<file path="src/hdl/sle_pkg.sv">
// Shared types and constants for the sprite line evaluator.
// Holds the sequencer state type, the result record and register indexes.
// No dependencies.
package sle_pkg;

	localparam int SPR_ENTRIES = 64;
	localparam int IDX_W       = $clog2(SPR_ENTRIES);
	localparam int TBL_DEPTH   = 256;
	localparam int ADDR_W      = $clog2(TBL_DEPTH);
	localparam int CNT_W       = IDX_W + 1;

	localparam logic [7:0] TERM_Y   = 8'd208;
	localparam logic [7:0] WRAP_Y   = 8'd240;
	localparam logic [7:0] X_BASE   = 8'h80;
	localparam logic [7:0] P_BASE   = 8'h81;
	localparam logic [CNT_W-1:0] LIMIT_CNT = CNT_W'(8);

	typedef enum logic [2:0] {
		REG_EXT_MODE = 3'd0,
		REG_TALL     = 3'd1,
		REG_ZOOM     = 3'd2,
		REG_LIMIT    = 3'd3,
		REG_ACTIVE_H = 3'd4
	} reg_idx_t;

	typedef enum logic {
		OP_WRITE = 1'b0,
		OP_EVAL  = 1'b1
	} opcode_t;

	typedef enum logic [2:0] {
		S_IDLE,
		S_Y,
		S_X,
		S_P,
		S_FIN
	} seq_state_t;

	typedef struct packed {
		logic       found;
		logic [5:0] slot;
		logic [4:0] row;
		logic [7:0] x;
		logic [7:0] pat;
		logic       ovr;
		logic       last;
	} result_t;

endpackage

</file>
<file path="src/hdl/sprite_line_evaluator_core.sv">
// Sprite line evaluator: attribute table, scan sequencer and result register.
// Uses sle_pkg for the state type, result record and constants.
// A write item is taken whenever the sequencer is idle. An evaluation holds the input while
// the sequencer reads each Y entry scanned and the X and pattern bytes of each selected sprite
// through the single table read port; output stalls hold it longer. The final result is offered
// as the input frees. Reset clears control state and registers; table undefined until written.
module sprite_line_evaluator_core
	import sle_pkg::*;
(
	input  logic              clk,
	input  logic              arst_n,
	input  logic              cfg_we,
	input  logic [2:0]        cfg_index,
	input  logic [7:0]        cfg_data,
	input  logic              in_valid,
	output logic              in_stall,
	input  logic              opcode,
	input  logic [7:0]        table_address,
	input  logic [7:0]        table_byte,
	input  logic [8:0]        scanline,
	input  logic [7:0]        line_counter,
	output logic              out_valid,
	input  logic              out_stall,
	output logic              sprite_found,
	output logic [5:0]        slot,
	output logic [4:0]        row_in_sprite,
	output logic [7:0]        x_position,
	output logic [7:0]        pattern,
	output logic              overflow,
	output logic              last
);

	// configuration
	logic [1:0] ext_mode_q;
	logic       tall_q, zoom_q, limit_q;
	logic [7:0] active_h_q;

	// sequencer
	seq_state_t state_q, state_d;
	logic [IDX_W-1:0] idx_q;
	logic [CNT_W-1:0] cnt_q;
	logic             ovr_q;
	logic [7:0]       vc_q;
	logic [8:0]       line_q;
	logic [4:0]       row_q;
	logic [7:0]       x_q;

	// attribute table
	logic [7:0] tbl_mem [TBL_DEPTH];
	logic [7:0] rd_q;
	logic [ADDR_W-1:0] rd_addr;

	// pending and output results
	result_t pend_q, out_q, new_res, fin_res;
	logic    pend_v_q, out_v_q;

	logic in_acc, out_free, idx_end;
	logic [9:0] row_w;
	logic [5:0] height;
	logic y_term, y_hit, y_over, y_stop, can_push;
	logic ld_row, ld_x, do_push, do_fin, step_idx, set_ovr;

	assign in_acc   = in_valid && !in_stall;
	assign in_stall = (state_q != S_IDLE);
	assign out_free = !out_v_q || !out_stall;
	assign idx_end  = (idx_q == IDX_W'(SPR_ENTRIES - 1));
	assign can_push = !pend_v_q || out_free;

	// Y evaluation: a Y above the wrap point counts as Y minus 256
	assign height = 6'd8 << ({1'b0, tall_q} + {1'b0, zoom_q});
	assign row_w  = {2'b00, vc_q} - {{2{rd_q > WRAP_Y}}, rd_q};
	assign y_term = (ext_mode_q == 2'd0) && (rd_q == TERM_Y);
	assign y_hit  = !row_w[9] && (row_w[8:0] < {3'b000, height});
	assign y_over = y_hit && (cnt_q == LIMIT_CNT);
	assign y_stop = y_term || (y_over && limit_q);

	always_comb begin
		new_res.found = 1'b1;
		new_res.slot  = cnt_q[5:0];
		new_res.row   = row_q;
		new_res.x     = x_q;
		new_res.pat   = rd_q;
		new_res.ovr   = 1'b0;
		new_res.last  = 1'b0;
		if (pend_v_q) begin
			fin_res      = pend_q;
			fin_res.ovr  = ovr_q;
			fin_res.last = 1'b1;
		end else begin
			fin_res      = '0;
			fin_res.last = 1'b1;
		end
	end

	// next state
	always_comb begin
		state_d = state_q;
		unique case (state_q)
			S_IDLE: begin
				if (in_acc && opcode == OP_EVAL)
					state_d = S_Y;
			end
			S_Y: begin
				if (y_stop)
					state_d = S_FIN;
				else if (y_hit)
					state_d = S_X;
				else if (idx_end)
					state_d = S_FIN;
			end
			S_X: state_d = S_P;
			S_P: begin
				if (can_push)
					state_d = idx_end ? S_FIN : S_Y;
			end
			S_FIN: begin
				if (out_free)
					state_d = S_IDLE;
			end
			default: state_d = S_IDLE;
		endcase
	end

	// sequencer outputs
	always_comb begin
		rd_addr  = '0;
		ld_row   = 1'b0;
		ld_x     = 1'b0;
		do_push  = 1'b0;
		do_fin   = 1'b0;
		step_idx = 1'b0;
		set_ovr  = 1'b0;
		unique case (state_q)
			S_IDLE: rd_addr = '0;
			S_Y: begin
				// the end-of-list marker ends the scan before any overflow count
				set_ovr = !y_term && y_over && (line_q < {1'b0, active_h_q});
				if (!y_stop && y_hit) begin
					ld_row  = 1'b1;
					rd_addr = X_BASE + ADDR_W'({idx_q, 1'b0});
				end else if (!y_stop && !idx_end) begin
					step_idx = 1'b1;
					rd_addr  = ADDR_W'(idx_q) + ADDR_W'(1);
				end
			end
			S_X: begin
				ld_x    = 1'b1;
				rd_addr = P_BASE + ADDR_W'({idx_q, 1'b0});
			end
			S_P: begin
				if (can_push) begin
					do_push = 1'b1;
					if (!idx_end) begin
						step_idx = 1'b1;
						rd_addr  = ADDR_W'(idx_q) + ADDR_W'(1);
					end
				end else begin
					// hold the pattern read until the result can move on
					rd_addr = P_BASE + ADDR_W'({idx_q, 1'b0});
				end
			end
			S_FIN: do_fin = out_free;
			default: rd_addr = '0;
		endcase
	end

	// table: one write and one registered read per cycle
	always_ff @(posedge clk) begin
		if (in_acc && opcode == OP_WRITE)
			tbl_mem[table_address] <= table_byte;
		rd_q <= tbl_mem[rd_addr];
	end

	always_ff @(posedge clk or negedge arst_n) begin
		if (!arst_n) begin
			ext_mode_q <= 2'd0;
			tall_q     <= 1'b0;
			zoom_q     <= 1'b0;
			limit_q    <= 1'b1;
			active_h_q <= 8'd192;
		end else if (cfg_we) begin
			unique case (cfg_index)
				REG_EXT_MODE: ext_mode_q <= cfg_data[1:0];
				REG_TALL:     tall_q     <= cfg_data[0];
				REG_ZOOM:     zoom_q     <= cfg_data[0];
				REG_LIMIT:    limit_q    <= cfg_data[0];
				REG_ACTIVE_H: active_h_q <= cfg_data;
				default: ;
			endcase
		end
	end

	always_ff @(posedge clk or negedge arst_n) begin
		if (!arst_n) begin
			state_q  <= S_IDLE;
			idx_q    <= '0;
			cnt_q    <= '0;
			ovr_q    <= 1'b0;
			pend_v_q <= 1'b0;
			out_v_q  <= 1'b0;
		end else begin
			state_q <= state_d;
			if (in_acc && opcode == OP_EVAL) begin
				idx_q <= '0;
				cnt_q <= '0;
				ovr_q <= 1'b0;
			end
			if (step_idx)
				idx_q <= idx_q + IDX_W'(1);
			if (set_ovr)
				ovr_q <= 1'b1;
			if (out_v_q && !out_stall)
				out_v_q <= 1'b0;
			if (do_push) begin
				cnt_q    <= cnt_q + CNT_W'(1);
				pend_v_q <= 1'b1;
				if (pend_v_q)
					out_v_q <= 1'b1;
			end
			if (do_fin) begin
				pend_v_q <= 1'b0;
				out_v_q  <= 1'b1;
			end
		end
	end

	// payload registers
	always_ff @(posedge clk) begin
		if (in_acc && opcode == OP_EVAL) begin
			vc_q   <= line_counter;
			line_q <= scanline;
		end
		if (ld_row)
			row_q <= row_w[4:0];
		if (ld_x)
			x_q <= rd_q;
		if (do_push) begin
			pend_q <= new_res;
			if (pend_v_q)
				out_q <= pend_q;
		end
		if (do_fin)
			out_q <= fin_res;
	end

	assign out_valid     = out_v_q;
	assign sprite_found  = out_q.found;
	assign slot          = out_q.slot;
	assign row_in_sprite = out_q.row;
	assign x_position    = out_q.x;
	assign pattern       = out_q.pat;
	assign overflow      = out_q.ovr;
	assign last          = out_q.last;

endmodule

</file>
<file path="config.mk">
export PLATFORM = sky130hd
export DESIGN_NAME = sprite_line_evaluator_core
export DESIGN_NICKNAME = d
export VERILOG_FILES = /design/src/hdl/sle_pkg.sv /design/src/hdl/sprite_line_evaluator_core.sv
export SDC_FILE = /design/constraint.sdc
export NUM_CORES = 2
export LEC_CHECK = 0
export ABC_CLOCK_PERIOD_IN_PS = 5400
export BUFFER_PORTS_ARGS = -buffer_cell sky130_fd_sc_hd__buf_2
export CAP_MARGIN = 20
export CORE_ASPECT_RATIO = 0.5
export CORE_UTILIZATION = 57
export DETAILED_ROUTE_END_ITERATION = 8
export PLACE_DENSITY = 0.73
export SYNTH_ARGS = -nofsm -noshare
export SYNTH_HDL_FRONTEND = slang
export SYNTH_SLANG_ARGS = --single-unit
</file>
<file path="constraint.sdc">
create_clock -name clk -period 5.4 [get_ports clk]
set_input_delay 0.54 -clock clk [delete_from_list [all_inputs] [get_ports clk]]
set_output_delay 0.54 -clock clk [all_outputs]
set_load 0.005 [all_outputs]
</file>
# Yosys cells after proc, flatten, opt, wreduce, memory -nomap -nowiden
# Memories as Yosys holds them, arrays and structs flattened. A register that Yosys moved wholly into a read port is not among the register bits.
# Index checks and enable logic that the tools add are counted.
dict set report classes {
  eq_ne 15
  addsub 7
  reduce_logical 39
  n_lt_le_gt_ge 3
  shift 1
  bitwise_logic 1
  muxes 43
}
# cell count
set ops {}
lappend ops {{30-bit 2-to-1 mux} 4}
lappend ops {{7-bit 2-to-1 mux} 4}
lappend ops {{8-bit one-hot mux with 3 select lines} 1}
lappend ops {{1-bit 2-to-1 mux} 21}
lappend ops {{3-bit 2-to-1 mux} 7}
lappend ops {{8-bit by 7-bit adder with 8-bit output (first input constant)} 2}
lappend ops {{8-bit 2-to-1 mux} 2}
lappend ops {{3-bit one-hot mux with 5 select lines} 1}
lappend ops {{3-bit by 2-bit == test with 1-bit output (second input constant)} 4}
lappend ops {{1-bit logical AND} 12}
lappend ops {{6-bit 2-to-1 mux} 2}
lappend ops {{2-bit AND reduction} 6}
lappend ops {{2-bit nonzero test} 5}
lappend ops {{9-bit by 9-bit subtractor with 10-bit output} 1}
lappend ops {{9-bit by 6-bit less-than comparator with 1-bit output} 1}
lappend ops {{9-bit by 8-bit less-than comparator with 1-bit output} 1}
lappend ops {{8-bit == test (second input constant)} 1}
lappend ops {{8-bit greater-than comparator (second input constant)} 1}
lappend ops {{1-bit zero test} 8}
lappend ops {{6-bit by 1-bit adder with 7-bit output (second input constant)} 1}
lappend ops {{7-bit by 1-bit adder with 7-bit output (second input constant)} 1}
lappend ops {{7-bit by 4-bit == test with 1-bit output (second input constant)} 1}
lappend ops {{6-bit by 1-bit adder with 6-bit output (second input constant)} 1}
lappend ops {{3-bit by 1-bit == test with 1-bit output (second input constant)} 2}
lappend ops {{13 further kinds} 19}
dict set report word_totals {
  regBits 119
  input_bits 50
  ramBits 2048
  mem_count 1
  output_inout_bits 32
  elab_cells 136
}
# name words width rd rd_clocked_by_memory_dff wr line
set memory_table {}
lappend memory_table {tbl_mem 256 8 1 1 1 sprite_line_evaluator_core.sv:49} ;# logic [7:0] tbl_mem [TBL_DEPTH];

# Depth between registers and ports, before layout
dict set report logic_depth {
  ltp_word 13
  mapped_depth 25
  depth_no_buf 20
}

# Worst setup path before layout
# No wires, ideal clock.
dict set report synth_path {
  path_kind {reg2reg}
  start {reg vc_q[0]}
  end {reg rd_q[5], read port of tbl_mem}
  path_slack_ns 1.015
  n_path_buf 4
  stages_incl_launch_ff 24
  synth_period_minus_slack_ns 4.385
  arrival_time_ns 4.256
  cell_sequence {edfxtp_1 inv_1 ha_1 fa_1 nor2b_1 o21a_1 nor2_1 xnor2_1 ha_1 o21ai_0 o2bb2ai_1 nand3_1 a2111oi_4 o21ai_2 nand2_2 buf_4 buf_4 buf_2 buf_2 nand3_1 a31oi_1 a22oi_1 a311oi_1 nand4_1}
}
dict set report synth_between {
  elab_chain_cells 11
}
# element line
set synth_rtl {}
lappend synth_rtl {{start: declaration} sprite_line_evaluator_core.sv:43} ;# logic [7:0] vc_q;
lappend synth_rtl {{start signal: assignment} sprite_line_evaluator_core.sv:230} ;# vc_q <= line_counter;
lappend synth_rtl {{9-bit by 9-bit subtractor with 10-bit output *} sprite_line_evaluator_core.sv:71} ;# assign row_w = {2'b00, vc_q} - {{2{rd_q > WRAP_Y}}, rd_q};
lappend synth_rtl {{named net row_w[4]} sprite_line_evaluator_core.sv:58} ;# logic [9:0] row_w;
lappend synth_rtl {{9-bit by 6-bit less-than comparator with 1-bit output *} sprite_line_evaluator_core.sv:73} ;# assign y_hit = !row_w[9] && (row_w[8:0] < {3'b000, height});
lappend synth_rtl {{1-bit logical AND *} sprite_line_evaluator_core.sv:73}
lappend synth_rtl {{1-bit logical AND} sprite_line_evaluator_core.sv:74} ;# assign y_over = y_hit && (cnt_q == LIMIT_CNT);
lappend synth_rtl {{1-bit logical AND} sprite_line_evaluator_core.sv:75} ;# assign y_stop = y_term || (y_over && limit_q);
lappend synth_rtl {{1-bit logical OR} sprite_line_evaluator_core.sv:75}
lappend synth_rtl {{1-bit zero test} {sprite_line_evaluator_core.sv:138, sprite_line_evaluator_core.sv:141}}
lappend synth_rtl {{1-bit logical AND} sprite_line_evaluator_core.sv:141} ;# end else if (!y_stop && !idx_end) begin
lappend synth_rtl {{7-bit 2-to-1 mux} sprite_line_evaluator_core.sv:141}
lappend synth_rtl {{8-bit 2-to-1 mux *} sprite_line_evaluator_core.sv:138} ;# if (!y_stop && y_hit) begin
lappend synth_rtl {{8-bit one-hot mux with 3 select lines *} sprite_line_evaluator_core.sv:133} ;# unique case (state_q)
lappend synth_rtl {{end: declaration} sprite_line_evaluator_core.sv:50} ;# logic [7:0] rd_q;
# Mark *: on every way through the listed nets, which the timed path passes. The rest lies on a longest branch.
# A chain may end at the register's enable or synchronous reset.

# Worst setup path in the final report
dict set report layout_path {
  start {reg vc_q[0]}
  end {reg rd_q[4], read port of tbl_mem}
}
# Same word-level chain as after synthesis.

==> run_results.csv <==
group,metric,value,unit
timing,max_freq,0.182,GHz
place,place_inst,6547,
place,hpwl,125,mm
synth,synthDistinctLibCells,84,
floorplanning,fp-row-count,88,
synth,syn-num-nets,4984,
global_route,grt_start_max_net_pins,134,
clocking,clockRootBuffer,"clkbuf_16",
synth,synth-edff-count,1623,
synth,synthXorXnorAreaFrac,0.00117,
synth,ys_seq_area_frac,0.737,
synth,postSynthAreaPerCell,13.7,um2
synth,syn_area,67500,um2
hold_path,holdPathEnd,"active_h_q[1]",
final_layout,layout.cells.non_filler,6865,
power,p_seq_frac,0.336,
global_route,overflow,0,
timing,setup_viol,1,
worst_setup_path,endpoint_kind,"flop",
synth,ys_seq_elements,1663,
timing,worst_slew_pin_slew,1.19,ns
worst_setup_path,critPathMaxFanout,16,
timing,fin_crit,5.50,ns
detailed_routing,drc,0,
timing,fin_skew,0.0285,ns
timing,final_max_slew_viol_count,0,
floorplanning,dieArea,120000,um2
timing,rsz0062_at_grt,"yes",
timing,layout_setup_ws,-0.104,ns
worst_setup_path,critPathRequiredTime,6.04,ns
global_route,grt_pass1_vias,42200,
clocking,htreeDepth,4,
place,dp_slack,-0.951,ns
power,switching_share,0.380,
final_layout,final_common_cell,"edfxtp_1",
floorplanning,core-area,116000,um2
power,internal_power,26.9,mW
final_layout,syn_to_final_growth,14.3,%
flow_run,max_cap_violations,0,
synth,synth-compound-area-share,0.0680,
synth,async_flop_share,0.0192,
clocking,insertion_delay,0.77,ns
power,switchingPower,16.5,mW
synth,ys_warn_count,0,
final_layout,final_util,0.663,
clocking,ctsLongestPathBuffers,3,
hold_path,hp-start,"cfg_data[1]",
clocking,cts_sinks,1663,
floorplanning,die_h,245,um
timing,hold_viol_final,0,
synth,syn-instance-count,4910,
worst_setup_path,reg2reg_slack,-0.10,ns
power,power_density,562,nW/um2
worst_setup_path,arrival,6.15,ns
place,gp_congestion,1.01,
floorplanning,die_x,489,um
synth,synthMuxAreaShare,0.0354,
timing,slew_headroom,0.203,
detailed_routing,drtPass1Iterations,8,
power,totalPowerFinal,43.3,mW
clocking,cts_buffers,142,
detailed_routing,via_per_inst,6.55,
floorplanning,io_pins,82,
power,clkPwrFrac,0.247,
global_route,grt_util_all_layers,0.327,
detailed_routing,drt_wl_total,197,mm
hold_path,holdCritPathClass,"in -> reg",
worst_setup_path,rr_worst_depth,25,
worst_setup_path,r2r_start,"vc_q[0]",
timing,fin_crit_sh,1.02,
synth,synth_top_family_by_area,"simple AND/OR/NAND/NOR gates",
synth,synth_fa_ha_area_frac,0.00456,
final_layout,final_cell_mix,"edfxtp_1, nand2_1, nand3_1",
global_route,grt_pass1_wl,284,mm
synth,synth-simple-area-share,0.129,
synth,synthFlopType,"edfxtp_1",
power,power.leakage,26.4,nW
detailed_routing,via_count,45000,
clocking,clk_pin_slew,0.07,ns
floorplanning,start_util,0.580,
clocking,cts_tree,"built",
place,io_buffers,81,
worst_setup_path,startpoint_type,"flop",
power,ir_drop,0.528,mV
hold_path,min_path_cells,3,
final_layout,drive_above_1_share,0.136,
power,combPwrFrac,0.416,
status,status,"finished, violations left",
worst_setup_path,rr_endpoint,"rd_q[4]",
detailed_routing,ant_nets,0,
global_route,antenna_found_initial,10,
detailed_routing,drtIter0Drc,7012,
final_layout,nets,5241,
status,violations,"setup timing",
worst_setup_path,worstSetupPathType,"reg -> reg",
detailed_routing,wl_per_cell,28.7,um
timing repair:
action | CTS | global route
endpoints found under the hold margin | 52 | 0
hold buffers | 24 | 0
setup endpoints to repair | 8 | 8
resized for setup | 29 | 44
pin swaps | 6 | 21
setup buffers | 13 | 14
cloned | 0 | 3
power groups by stage:
stage / Combinational (mW) / Sequential (mW) / Clock [mW]
after floorplan: 9.69 / 14.8 / 0
final: 18.0 / 14.6 / 10.7
after CTS: 17.0 / 14.6 / 10.7
after global routing: 18.8 / 14.6 / 11.2
after detailed placement: 16.6 / 14.8 / 0
after global placement: 16.4 / 14.8 / 0
sequential cells by signal, indices dropped and copies added, names as in the netlist, 2 cells and up:
name           count
line_q             9
tbl_mem         1536
row_in_sprite      5
row_q              5
rd_q               8
pattern            8
x_position         8
ext_mode_q         2
state_q            3
x_q                8
slot               6
vc_q               8
active_h_q         8
cnt_q              7
idx_q              6
pend_q            27
worst max-delay path by stage:
stage	start	endpoint	slack [ns]	cells after the start
after floorplan	vc_q[0]	rd_q[5]	1.02	23
after global placement	rd_q[1]	rd_q[4]	-0.98	21
after detailed placement	rd_q[1]	rd_q[4]	-0.95	21
after CTS	vc_q[0]	rd_q[4]	0.003	26
after global routing	vc_q[0]	rd_q[4]	-0.09	22
final	vc_q[0]	rd_q[4]	-0.10	25
per-stage QoR:
stage	instance area (um2)	hold WS, ns	setup TNS [ns]
after floorplan	67500	0.244	0
after global placement	71500	0.403	-3.34
after detailed placement	71500	0.405	-3.48
after CTS	76700	0.0192	0
after global routing	77100	0.0659	-0.135
final	77100	0.0430	-0.104
cell usage after synthesis, drive strengths merged (29+ instances only):
library cell	n	area (um2)
inv	31	116
mux2i	217	2170
nor2b	40	250
and3	123	769
a211oi	104	781
nand2	1052	3950
nand3	447	2240
clkbuf	94	354
nor2	248	947
o21ai	70	354
dfrtp	29	726
buf	229	1250
a32oi	40	350
edfxtp	1623	48700
a221oi	30	263
a31oi	76	475
a21oi	89	449
metal layers:
| metal | vias to the layer above | global-route usage | part of all wire |
|---|---|---|---|
| li1 | 19000 | - | - |
| met1 | 22000 | 0.474 | 0.38 |
| met2 | 3487 | 0.467 | 0.43 |
| met3 | 464 | 0.100 | 0.16 |
| met4 | 8 | 0.120 | 0.033 |
| met5 | - | 0 | 0.00066 |
cell type report:
| class | count | area, um2 |
|---|---|---|
| Clock inverter | 79 | 871 |
| Antenna cell | 7 | 17.5 |
| Multi-Input combinational cell | 2893 | 16500 |
| Tap cell | 1575 | 1970 |
| Clock buffer | 181 | 3910 |
| Timing Repair Buffer | 436 | 4040 |
| Sequential cell | 1663 | 49700 |
| Inverter | 31 | 116 |
| Fill cell | 7961 | 39200 |
logic make-up after synthesis:
kind of cell               count (synthesis)
and+or+nand+nor                         1995
xor gates and xnor gates                   9
adders and majority gates                 24
buffers and inverters                    354
muxes                                    234
DFF                                     1663
AOI/OAI and AO/OA                        631
critical path, stage by stage, from the launching register on:
cell,delay (ns)
edfxtp_1,0.34
inv_1,0.05
ha_2,0.19
fa_2,0.40
nor2b_2,0.15
o21a_1,0.13
nor2_1,0.05
xnor2_1,0.24
ha_1,0.28
o21ai_2,0.07
o2bb2ai_2,0.15
nand3_2,0.14
a2111oi_4,0.21
buf_4,0.21
buf_4,0.12
buf_4,0.11
o21a_4,0.16
nor2_8,0.07
buf_12,0.17
buf_12,0.16
buf_4,0.18
nand3_1,0.09
nand2_2,0.08
o211ai_1,0.49
nand4_1,0.60
nand4_1,0.51
(Power assumes the default switching activity.)
